[config.mk]
export PLATFORM = sky130hd
export DESIGN_NAME = srsi_queue
export DESIGN_NICKNAME = d
export VERILOG_FILES = /design/src/rtl/core/srsi_queue.sv
export SDC_FILE = /design/constraint.sdc
export NUM_CORES = 1
export LEC_CHECK = 0
export BUFFER_PORTS_ARGS = -buffer_cell sky130_fd_sc_hd__buf_2
export CAP_MARGIN = 30
export CORE_MARGIN = 2
export CORE_UTILIZATION = 46
export CTS_CLUSTER_SIZE = 28
export DETAILED_ROUTE_END_ITERATION = 12
export GPL_TIMING_DRIVEN = 1
export PLACE_DENSITY = 0.71
export SLEW_MARGIN = 15
export SYNTH_ARGS = -nofsm -noshare
export SYNTH_HDL_FRONTEND = slang
export SYNTH_SLANG_ARGS = --single-unit
[constraint.sdc]
create_clock -name clk_i -period 3.6 [get_ports clk_i]
set_clock_uncertainty 0.2 [all_clocks]
set_input_delay 0.72 -clock clk_i [delete_from_list [all_inputs] [get_ports clk_i]]
set_output_delay 0.72 -clock clk_i [all_outputs]
set_load 0.005 [all_outputs]
[src/rtl/core/srsi_queue.sv]
// Two-entry queue that decouples the front end from the back end.
// No dependencies.
module srsi_queue #(
  parameter int WIDTH = 8
) (
  input  logic             clk_i,
  input  logic             rst_ni,
  input  logic             push_i,
  input  logic [WIDTH-1:0] wdata_i,
  input  logic             pop_i,
  output logic [WIDTH-1:0] rdata_o,
  output logic             full_o,
  output logic             empty_o
);

  logic [WIDTH-1:0] buf_q [2];
  logic             wptr_q, rptr_q;
  logic [1:0]       cnt_q;

  assign full_o  = (cnt_q == 2'd2);
  assign empty_o = (cnt_q == 2'd0);
  assign rdata_o = buf_q[rptr_q];

  always_ff @(posedge clk_i or negedge rst_ni) begin
    if (!rst_ni) begin
      wptr_q <= 1'b0;
      rptr_q <= 1'b0;
      cnt_q  <= 2'd0;
    end else begin
      if (push_i) begin
        buf_q[wptr_q] <= wdata_i;
        wptr_q        <= ~wptr_q;
      end
      if (pop_i) begin
        rptr_q <= ~rptr_q;
      end
      cnt_q <= cnt_q + 2'(push_i) - 2'(pop_i);
    end
  end

endmodule

Word level (Yosys, flattened, before mapping)
Memory sizes are Yosys's and may differ from the RTL's.
Cells that the tools add are included.
{"block": "totals", "in_bits": 12, "mem_count": 1, "regBits": 4, "mem_bits_rw": 16}
{"block": "classes", "addsub": 2, "n_reduce_logical": 2, "n_mux": 2, "bitwise": 2, "n_eq_ne": 1}
{"memory": "buf_q", "depth": 2, "word_bits": 8, "rd": 1, "rd_ports_with_merged_regs": 0, "write_ports": 1, "line_no": "16", "text": "logic [WIDTH-1:0] buf_q [2];"}
{"cell": "$add 2x1->2", "n": 1}
{"cell": "$eq 2x2->1 const B", "n": 1}
{"cell": "$logic_not 2->1", "n": 1}
{"cell": "$mux 1", "n": 2}
{"cell": "$not 1->1", "n": 2}
{"cell": "$sub 2x1->2", "n": 1}
{"cell": "$logic_and 1x1->1", "n": 1}

Logic depth before layout (Yosys ltp)
{"block": "depth", "word_depth": 3, "mapped_depth": 5, "ltp_nobuf": 5}

Worst setup path after synthesis
No wires, ideal clock.
{"block": "synth_timing", "path_kind": "reg-to-output", "start": "register rptr_q", "end": "output rdata_o[0]", "arrival_ps": 790, "slack_ps": 1890, "path_stages_with_launch": 3, "path_cell_list": "dfrtp_1 buf_6 mux2_4"}
{"block": "synth_between", "elab_chain_len": 1}
{"item": "start: declaration", "line_no": "17", "text": "logic wptr_q, rptr_q;"}
{"item": "start signal: assignment", "line_no": "35", "text": "rptr_q <= ~rptr_q;"}
{"item": "$mem_v2 2x8"}
{"item": "end: declaration", "line_no": "11", "text": "output logic [WIDTH-1:0] rdata_o,"}
Every way passes these cells.

Worst setup path in the final report
{"block": "layout_timing", "start": "register rptr_q", "end": "output rdata_o[2]"}
The elaborated chain is that of the path after synthesis.

==> impl_metrics.toml <==
[floorplan]
start_util_pct = 48.00
die_area_um2 = 2114
core_um2 = 1689
rows = 15
die_h_um = 45.98
die_w_um = 45.98
io_pins = 22

[synthesis]
synth-xor-area-share_pct = 5.093
ys_warn_count = 0
synth.area.mux_share_pct = 14.81
syn-mean-instance-area_um2 = 20.27
ys_seq_area_share_pct = 71.60
synthCells = 40
mappedNetlistArea_um2 = 810.8
synth_fa_ha_area_share_pct = 3.086
yosys.area_share.simple_pct = 3.086
synth_compound_area_share_pct = 0
synth_cell_types = 12
synth_top_family_by_area = "multiplexers"
syn-num-nets = 54
yosys_register_bits = 20

[power]
p_per_area_nw_per_um2 = 655.4
p_leak_uw = 0.0004257
power_uw = 624.0
peakVddDrop_uv = 317.4

[route]
via_per_inst = 4.988
routed-via-count = 404
wl_um = 1085
wire_per_inst_um = 13.40
dr.pass1.iters = 2
drt_iter0_drc = 4
drc = 0
antenna_left = 0

[hold_path]
hp-class = "primary input to asynchronous set/reset pin"

[sta]
max_freq_mhz = 426.4
maxSlewViolCount = 0
fin_ws_ps = 1255
fin_tns_setup_ps = 0
holdWs_ps = 19.23
rsz0062_at_grt = "no"
tightest_slew_ps = 502.4
relSlewSlack_pct = 66.51
final-setup-viol-count = 0
fin_crit_ps = 2345
finalHoldViolCount = 0
finalCritPeriodShare_pct = 65.14

[clock_tree]
h-tree-depth = 1
post_cts_buffers = 0
ctsHoldBuffers = 0
ctsLongestPathBuffers = 2
cts_sinks = 20
cts_tree = "done"
clk_pin_slew_ps = 100
clockRootBuffer = "clkbuf_4"
clock_latency_ps = 290
cts_made_buffers = 3
cts_resized = 0

[global_route]
grt.busiest_layer = "met2"
grt_overflow = 0
track_usage_pct = 11.56
grt_max_degree = 12
gr-usage-met3_pct = 3.968
grt_pass1_vias = 371
grt_first_pass_wirelength_um = 1600
antenna_found_initial = 0
grt_use_met2_pct = 18.89
grtUsageMet1_pct = 12.89

[critical_path]
crit_type = "flip-flop to output pin"
rr_worst_depth = 1
reg2reg_from = "wptr_q$_DFFE_PN0P_"
cp-start-kind = "flip-flop"
rrSetupSlack_ps = 2200
cp_data_arrival_time_ps = 1430
r2r_end = "buf_q[0][5]$_DFFE_PP_"
crit_fanout = 9
end_kind = "output pin"
cp_data_required_time_ps = 2680

[outcome]
status = "complete, no violations"

[finish]
final_common_cell = "buf_2"
nets = 79
drive_gt1_share_pct = 50.00
layout_common_cells = "buf_2 (21), edfxtp_1 (16), mux2_4 (8)"
antennaDiodeCount = 0
stdcell_area_um2 = 952.2
areaGrowthSynthToFinish_pct = 17.44

[place]
dp_slack_ps = 1554
port-buffer-count = 21
place_area_um2 = 925.9
place.gp.congestion = 0.6267

[run]
cap_viol_max_count = 0
## power by group
part           switching, uW  total, uW  internal (uW)
Clock                   62.5        103           40.3
Sequential              44.7        340            296
Combinational           56.1        181            125
Total                    163        624            461
## registers in the layout (all words and copies together) (netlist names)
signal and cells:
buf_q 16, cnt_q 2, rptr_q 1, wptr_q 1
## cells by family after synthesis
group | after synthesis
adder cells (fa/ha/maj) | 2
XOR/XNOR | 3
AND/OR/NAND/NOR | 4
buffers and inverters | 3
multiplexers | 8
flip-flops | 20
## stage by stage
step	utilization [%]	instances
2_1_floorplan	-	40
3_3_place_gp	54.81	77
3_5_place_dp	54.81	77
4_1_cts	56.37	81
5_1_grt	56.37	81
6_report	56.37	81
## area by class of cell
cell class / instances / area [um2]
Clock buffer: 3 / 22.52
Clock inverter: 1 / 3.754
Fill cell: 140 / 737.0
Inverter: 2 / 7.507
Multi-Input combinational cell: 17 / 211.5
Sequential cell: 20 / 580.6
Tap cell: 17 / 21.27
Timing Repair Buffer: 21 / 105.1
## metal layers
metal | up-vias | wire length, um
met5 | - | 0
met4 | 0 | 19
met3 | 2 | 51
met2 | 14 | 531
met1 | 193 | 482
li1 | 195 | -
## Yosys cell counts, drive strengths merged
| cell | count | share of area, % |
|---|---|---|
| nor2 | 1 | 0.46 |
| xor2 | 2 | 2.2 |
| mux2 | 8 | 15 |
| ha | 2 | 3.1 |
| dfrtp | 4 | 12 |
| and3b | 1 | 1.1 |
| xor3 | 1 | 2.9 |
| nor2b | 1 | 0.77 |
| buf | 1 | 1.4 |
| and3 | 1 | 0.77 |
| inv | 2 | 0.93 |
| edfxtp | 16 | 59 |
## worst max-delay path by stage
stage / startpoint / end / cells past startpoint
after floorplan: rptr_q$_DFFE_PN0P_ / rdata_o[0] / 2
after global placement: rptr_q$_DFFE_PN0P_ / rdata_o[6] / 2
after detailed placement: rptr_q$_DFFE_PN0P_ / rdata_o[2] / 2
after CTS: rptr_q$_DFFE_PN0P_ / rdata_o[2] / 2
after global routing: rptr_q$_DFFE_PN0P_ / rdata_o[3] / 2
final: rptr_q$_DFFE_PN0P_ / rdata_o[2] / 2
## critical path, cell delays in order (launching register included)
cell and delay (ps):
dfrtp_1 670, mux2_4 340, buf_2 120
No activity file was read; power rests on OpenSTA's default activity.
