### config.mk
export PLATFORM = sky130hd
export DESIGN_NAME = srsi_front
export DESIGN_NICKNAME = d
export VERILOG_FILES = /design/src/rtl/core/srsi_pkg.sv /design/src/rtl/core/srsi_front.sv
export SDC_FILE = /design/constraint.sdc
export NUM_CORES = 1
export LEC_CHECK = 0
export ABC_CLOCK_PERIOD_IN_PS = 3600
export BUFFER_PORTS_ARGS = -buffer_cell sky130_fd_sc_hd__buf_2
export CORE_ASPECT_RATIO = 0.8
export CORE_MARGIN = 2
export CORE_UTILIZATION = 51
export CTS_BUF_LIST = sky130_fd_sc_hd__clkbuf_16
export CTS_CLUSTER_SIZE = 24
export DETAILED_ROUTE_END_ITERATION = 10
export PLACE_DENSITY = 0.82
export RECOVER_POWER = 50
export SKIP_LAST_GASP = 1
export SYNTH_ARGS = -nofsm -noshare
export SYNTH_HDL_FRONTEND = slang
export SYNTH_SLANG_ARGS = --single-unit
export TNS_END_PERCENT = 10
### constraint.sdc
create_clock -name clk_i -period 3.6 [get_ports clk_i]
set_input_delay 0.18 -clock clk_i [delete_from_list [all_inputs] [get_ports clk_i]]
set_output_delay 0.18 -clock clk_i [all_outputs]
set_load 0.05 [all_outputs]
### src/rtl/core/srsi_pkg.sv
// Shared types and constants for the stochastic RSI block.
// Used by the front end, the back end, the top level and the checker.
package srsi_pkg;

  localparam int AVG_BITS   = 48;   // smoothed average width
  localparam int RSI_W      = 23;   // RSI in Q7.16
  localparam int RSI_FRAC   = 16;
  localparam int OUT_W      = 17;   // result in Q1.16
  localparam int STEP_W     = 6;    // divider step counter
  localparam int PERIOD_W   = 7;
  localparam int MIN_PERIOD = 2;
  localparam int APB_AW     = 3;
  localparam int APB_DW     = 32;

  localparam logic [6:0]          RSI_PCT      = 7'd100;
  localparam logic [RSI_W-1:0]    RSI_HALF     = 23'd3276800;  // 50.0 in Q7.16
  localparam logic [PERIOD_W-1:0] PERIOD_RESET = 7'd14;
  localparam logic                REG_PERIOD   = 1'b0;         // register index

  typedef enum logic [1:0] {
    OP_START  = 2'd0,
    OP_ACCUM  = 2'd1,
    OP_SEED   = 2'd2,
    OP_SMOOTH = 2'd3
  } srsi_op_e;

  typedef struct packed {
    srsi_op_e op;
    logic     emit;
  } srsi_ctl_t;

endpackage

### src/rtl/core/srsi_front.sv
// Front end: accepts price items, forms up and down moves and classifies each item.
// Depends on srsi_pkg.
module srsi_front import srsi_pkg::*; #(
  parameter int MAX_PERIOD = 64,
  parameter int PRICE_BITS = 32
) (
  input  logic                             clk_i,
  input  logic                             rst_ni,
  input  logic                             in_valid_i,
  output logic                             in_stall_o,
  input  logic signed [PRICE_BITS-1:0]     price_i,
  input  logic                             series_start_i,
  input  logic [PERIOD_W-1:0]              period_length_i,
  input  logic                             q_full_i,
  output logic                             q_push_o,
  output srsi_ctl_t                        q_ctl_o,
  output logic [PRICE_BITS-1:0]            q_up_o,
  output logic [PRICE_BITS-1:0]            q_down_o,
  output logic [$clog2(MAX_PERIOD+1)-1:0]  q_period_o
);

  localparam int PW    = $clog2(MAX_PERIOD+1);
  localparam int CNT_W = $clog2(2*MAX_PERIOD+1);
  localparam logic [CNT_W-1:0] COUNT_CAP = CNT_W'(2*MAX_PERIOD);

  logic [PRICE_BITS-1:0] prev_q;
  logic [CNT_W-1:0]      count_q;
  logic [PW-1:0]         act_p_q;

  logic                  accept, start;
  logic [PW-1:0]         p_clamp;
  logic [PRICE_BITS:0]   diff, neg_diff;
  logic [CNT_W-1:0]      p_ext, last_warm;

  assign in_stall_o = q_full_i;
  assign accept     = in_valid_i && !q_full_i;
  assign start      = series_start_i || (count_q == '0);

  always_comb begin
    if (int'(period_length_i) < MIN_PERIOD) begin
      p_clamp = PW'(MIN_PERIOD);
    end else if (int'(period_length_i) > MAX_PERIOD) begin
      p_clamp = PW'(MAX_PERIOD);
    end else begin
      p_clamp = PW'(period_length_i);
    end
  end

  assign diff      = {price_i[PRICE_BITS-1], price_i} - {prev_q[PRICE_BITS-1], prev_q};
  assign neg_diff  = -diff;
  assign p_ext     = CNT_W'(act_p_q);
  assign last_warm = (p_ext << 1) - CNT_W'(1);

  always_comb begin
    q_push_o   = accept;
    q_period_o = start ? p_clamp : act_p_q;
    q_up_o     = '0;
    q_down_o   = '0;
    q_ctl_o    = '{op: OP_START, emit: 1'b0};
    if (!start) begin
      if (diff[PRICE_BITS]) begin
        q_down_o = neg_diff[PRICE_BITS-1:0];
      end else begin
        q_up_o = diff[PRICE_BITS-1:0];
      end
      if (count_q < p_ext) begin
        q_ctl_o.op = OP_ACCUM;
      end else if (count_q == p_ext) begin
        q_ctl_o.op = OP_SEED;
      end else begin
        q_ctl_o.op   = OP_SMOOTH;
        q_ctl_o.emit = (count_q >= last_warm);
      end
    end
  end

  always_ff @(posedge clk_i or negedge rst_ni) begin
    if (!rst_ni) begin
      prev_q  <= '0;
      count_q <= '0;
      act_p_q <= PW'(MIN_PERIOD);
    end else if (accept) begin
      prev_q <= price_i;
      if (start) begin
        act_p_q <= p_clamp;
        count_q <= CNT_W'(1);
      end else if (count_q < COUNT_CAP) begin
        count_q <= count_q + CNT_W'(1);
      end
    end
  end

endmodule

Word level (Yosys, flattened, before mapping)
Cells that the tools add are included.
- bits in registers: 47
- input bits: 44
- output and inout bits: 76
- add/sub/neg operators: 4
- order comparisons: 5
- eq/ne operators: 1
- muxes and demuxes: 14
- reductions and logical operators: 6
- operators by type and width (operator ; number):
    two-way mux 32 bit ; 4
    subtractor 32 x 32 -> 33 bit ; 1
    negator 32 bit ; 1
    two-way mux 7 bit ; 3
    two-way mux 8 bit ; 2
    adder 8 x 1 -> 8 bit (second input constant) ; 1
    equality test 8 x 7 -> 1 bit ; 1
    greater-or-equal comparator 8 bit ; 1
    zero test 8 bit ; 1
    less-than comparator 8 x 7 -> 1 bit ; 1
    less-than comparator 8 bit (second input constant) ; 1
    subtractor 8 x 1 -> 8 bit (second input constant) ; 1
    > comparator 7 bit (second input constant) ; 1
    less-than comparator 7 x 2 -> 1 bit (second input constant) ; 1
    two-way mux 1 bit ; 3
    two-way mux 3 bit ; 1
    two-way mux 2 bit ; 1
    AND reduction 2 bit ; 1
    nonzero test 2 bit ; 1
    logical AND 1 bit ; 1
    zero test 1 bit ; 1
    logical OR 1 bit ; 1

Longest topological paths before layout
- word-level depth: 5
- gate-level depth with buffers: 15

Worst setup path after synthesis
No wires, ideal clock.
- kind: reg-to-output
- start: register prev_q[14]
- end: output q_down_o[29]
- data arrival time: 4.152 ns
- setup slack: -0.732 ns
- stages on the path, launching flop included: 14
- cell sequence: dfrtp_1 -> inv_1 -> ha_1 -> clkbuf_1 -> nand4_1 -> nor3_1 -> a221o_1 -> mux2_2 -> o41ai_1 -> nor2_1 -> nor4_1 -> and2_1 -> a41oi_1 -> nor3_1
- word-level cells in the longest chain between the ends: 4
- RTL lines (what ; line ; RTL):
    start: declaration ; srsi_front.sv:26 ; logic [PRICE_BITS-1:0] prev_q;
    start signal: assignment ; srsi_front.sv:83 ; prev_q <= price_i;
    subtractor 32 x 32 -> 33 bit * ; srsi_front.sv:49 ; assign diff = {price_i[PRICE_BITS-1], price_i} - {prev_q[PRICE_BITS-1], prev_q};
    negator 32 bit ; srsi_front.sv:50 ; assign neg_diff = -diff;
    two-way mux 32 bit * ; srsi_front.sv:61 ; if (diff[PRICE_BITS]) begin
    two-way mux 32 bit * ; srsi_front.sv:60 ; if (!start) begin
    end: declaration ; srsi_front.sv:18 ; output logic [PRICE_BITS-1:0] q_down_o,
Every way passes the cells marked *; elsewhere a longest branch is shown, timed or not.

Final worst setup path
- start: register prev_q[0]
- end: output q_down_o[22]
Same word-level chain as after synthesis.

==> metrics.txt <==
status finished, violations left; failing checks max-capacitance violations, max-slew violations, negative setup slack; Post-Route WL ~20000 um; unrepaired setup endpoints after global routing yes; placed cell area just over 7000 um^2; hold_buf cts 0; Die Y 96.6 um; Vias around 6800; GPL Wtd Cong 0.963; Sink Count 47; ANT cells 0; Seq/Total Area, Yosys 0.215; Pre-antenna DRT Iters 6; met2 WL post-DR slightly below 9000 um; setup violation total in the final timing report 64; Worst-Skew Late Latency about 0.3 ns; Yosys cell types 77; initial core utilization 0.528; Routed Antenna Nets 0; Req. time, crit path 3.42 ns; pwr/cell area between 500 and 600 nW/um^2; H-tree depth 2; Yosys reg bits 47; vias per cell between 5 and 6; WS Path Type reg2out; Synth Instances 743; Core ar. roughly 10000 um^2; port buffer count 119; count leader, synth nor2_1; drt drc 0; leakage between 3 and 4 nW; Max Clock Freq approximately 220 MHz; crit path DAT ~4.3 ns; crit-path max FO 3; Metal-1 WL approximately 8500 um; Final min period around 4.5 ns; setup TNS -28.92 ns; met3 WL 1770 um; Post-synth EDFFs 0; top cells by count, synth nor2_1 (99), nand2_1 (84), o21ai_0 (65), inv_1 (53), ha_1 (50); Hold Path Class in2reg; Die X-Extent 120 um; cell area after layout roughly 7700 um^2; syn_nets between 800 and 900; max layer used met4; fin worst setup slack -0.866 ns; Rows 33; first-pass GRT wire length between 20000 and 30000 um; hold slack final approximately 0.090 ns; Top FF cell, synth dfrtp_1; synth-to-layout area growth 41.5%; share of cells above drive strength 1 0.338; cts bufs inserted 5; Max rail drop VDD around 0.31 mV; number of global-route vias before repair about 6200; Post-Syn Area per Cell approximately 7.4 um^2; relative slew slack -0.710; top cell type by total area after synthesis dfrtp_1; Crit path depth 17; Final period util 1.24; buffers and inverters on the worst path 5; CP most frequent cell buf_6; ranking of synthesized cells by area dfrtp_1 (21%), ha_1 (11%), nor2_1 (6.8%); Reg clk slew, reported paths around 0.080 ns; Reg2Reg Depth 5; All-Layer GR Usage 0.311; CTS root buf clkbuf_16; maxcap violations 1; CP Cell Sequence ha_2, inv_2, fa_2, a211oi_2, o211ai_1, a311o_1, a211oi_4, buf_6, xor2_4, o2111ai_2, nand4b_1, buf_6, buf_6, nor4b_4, nor2_2, nor3_4, buf_6; Reg area roughly 1200 um^2; Final Hold Vio Count 0; largest net degree at the start of global routing 48; die area 11600 um^2; routed len/inst about 18 um; DR iter-0 viols 712; Setup crit end kind primary output; CTS tree yes; crit start category flop; Synth Cell Area approximately 5500 um^2; fraction of registers with async set/reset 1.00; Max Clock Skew around 0.0049 ns; antenna violations before repair 0; Final Util 0.747; fillcell total around 730; Worst path slowest cell a311o_1; Multi-input gate area between 4000 and 5000 um^2; Remaining Overflow, GRT 0; CTS max path bufs 2; nets around 1100; IO Pins 120; synth warn 0; post-DP HPWL between 10000 and 15000 um; cell count of the worst hold path 3; worst slew pin tran approximately 2.6 ns; Slew Limit Fails 48; CP delay by family, top compound AO/OA/AOI/OAI gates; top cell type's share of synthesized area 0.210; CP max stage delay about 0.40 ns
## flip-flops by register name (all words and copies together) (netlist names)
| signal | flops |
|---|---|
| act_p_q | 7 |
| prev_q | 32 |
| count_q | 8 |
## cells by family (layout without fill, tap and decap cells)
group	Yosys count	count (layout)	synth area share
AOI/OAI and AO/OA	178	178	0.213
xor gates and xnor gates	55	55	0.0908
adders and majority gates	51	51	0.118
buffers and inverters	85	340	0.0608
DFF	47	47	0.215
muxes	9	9	0.0181
and+or+nand+nor	318	318	0.284
## stage by stage
| stage | power [mW] | setup WS, ns | instances |
|---|---|---|---|
| after detailed placement | 3.80 | -0.447 | 1115 |
| after CTS | 4.39 | -0.578 | 1134 |
| final | 4.59 | -0.866 | 1138 |
| after global routing | 4.83 | -0.987 | 1138 |
| after floorplan | 2.74 | -0.375 | 743 |
| after global placement | 3.72 | -0.376 | 1115 |
## area by class of cell
| type | count | share of cell area |
|---|---|---|
| sequential | 47 | 0.152 |
| inverter | 53 | 0.0257 |
| clock inverter | 3 | 0.00356 |
| multi-input combinational | 611 | 0.536 |
| clock buffer | 5 | 0.0162 |
| tap | 140 | 0.0226 |
| timing repair buffer | 279 | 0.243 |
## power breakdown
group | switching, mW | internal, mW
Combinational | 2.12 | 1.27
Clock | 0.246 | 0.266
Sequential | 0.0731 | 0.615
Total | 2.44 | 2.15
## worst paths after layout
| check | from | endpoint | slack [ns] |
|---|---|---|---|
| max | prev_q[0] | q_down_o[22] | -0.87 |
| min reg2reg | prev_q[0] | prev_q[0] | 0.51 |
| max reg2reg | count_q[4] | act_p_q[6] | 1.30 |
| min in group asynchronous | rst_ni | act_p_q[6] | 0.67 |
| max in group asynchronous | rst_ni | prev_q[23] | 1.47 |
| min | price_i[26] | prev_q[26] | 0.09 |
## placed cells by master (no fill, tap or decap), types with 3 or more instances in the layout
cell type  Yosys  final
buf_4          1    155
buf_2          8    107
nor2_1        99     98
nand2_1       84     84
o21ai_0       65     64
inv_1         53     52
ha_1          50     49
dfrtp_1       46     46
a21oi_1       36     34
xnor2_1       32     32
xor2_1        21     21
nor3_1        25     18
and3_1        18     18
nand4_1       16     16
nand3_1       15     14
nand2b_1      12     12
buf_6          0     12
a21o_1         9      9
nor2b_1        7      7
and2_1         6      6
o211ai_1       6      6
o21a_1         5      5
nor4_1         6      5
clkbuf_16      0      5
a21boi_0       4      4
o31ai_1        4      4
o21bai_1       4      4
nand4b_1       4      4
mux2_2         5      4
nor3_2         1      4
nor3_4         0      4
a31o_2         3      3
a21oi_2        1      3
a211oi_1       3      3
a31oi_1        5      3
nand3b_1       3      3
mux2_4         0      3
nor3b_2        0      3
## what timing repair did
| action | 4_1_cts | 5_1_grt |
|---|---|---|
| resized for setup | 26 | 26 |
| buffers inserted | 11 | 5 |
| pin swaps | 13 | 5 |
| setup endpoints to repair | 64 | 64 |
## worst min-delay path: cells and delay by family
kind,cells,cell delay [ns]
buffers and inverters,1,0.09
and+or+nand+nor,1,0.04
AOI/OAI and AO/OA,1,0.06
## metal layers
layer / up-vias / GRT usage
li1: 3122 / -
met1: 3088 / 0.432
met2: 454 / 0.496
met3: 106 / 0.0442
met4: 0 / 0.106
met5: - / 0
No activity file was read; power rests on OpenSTA's default activity.
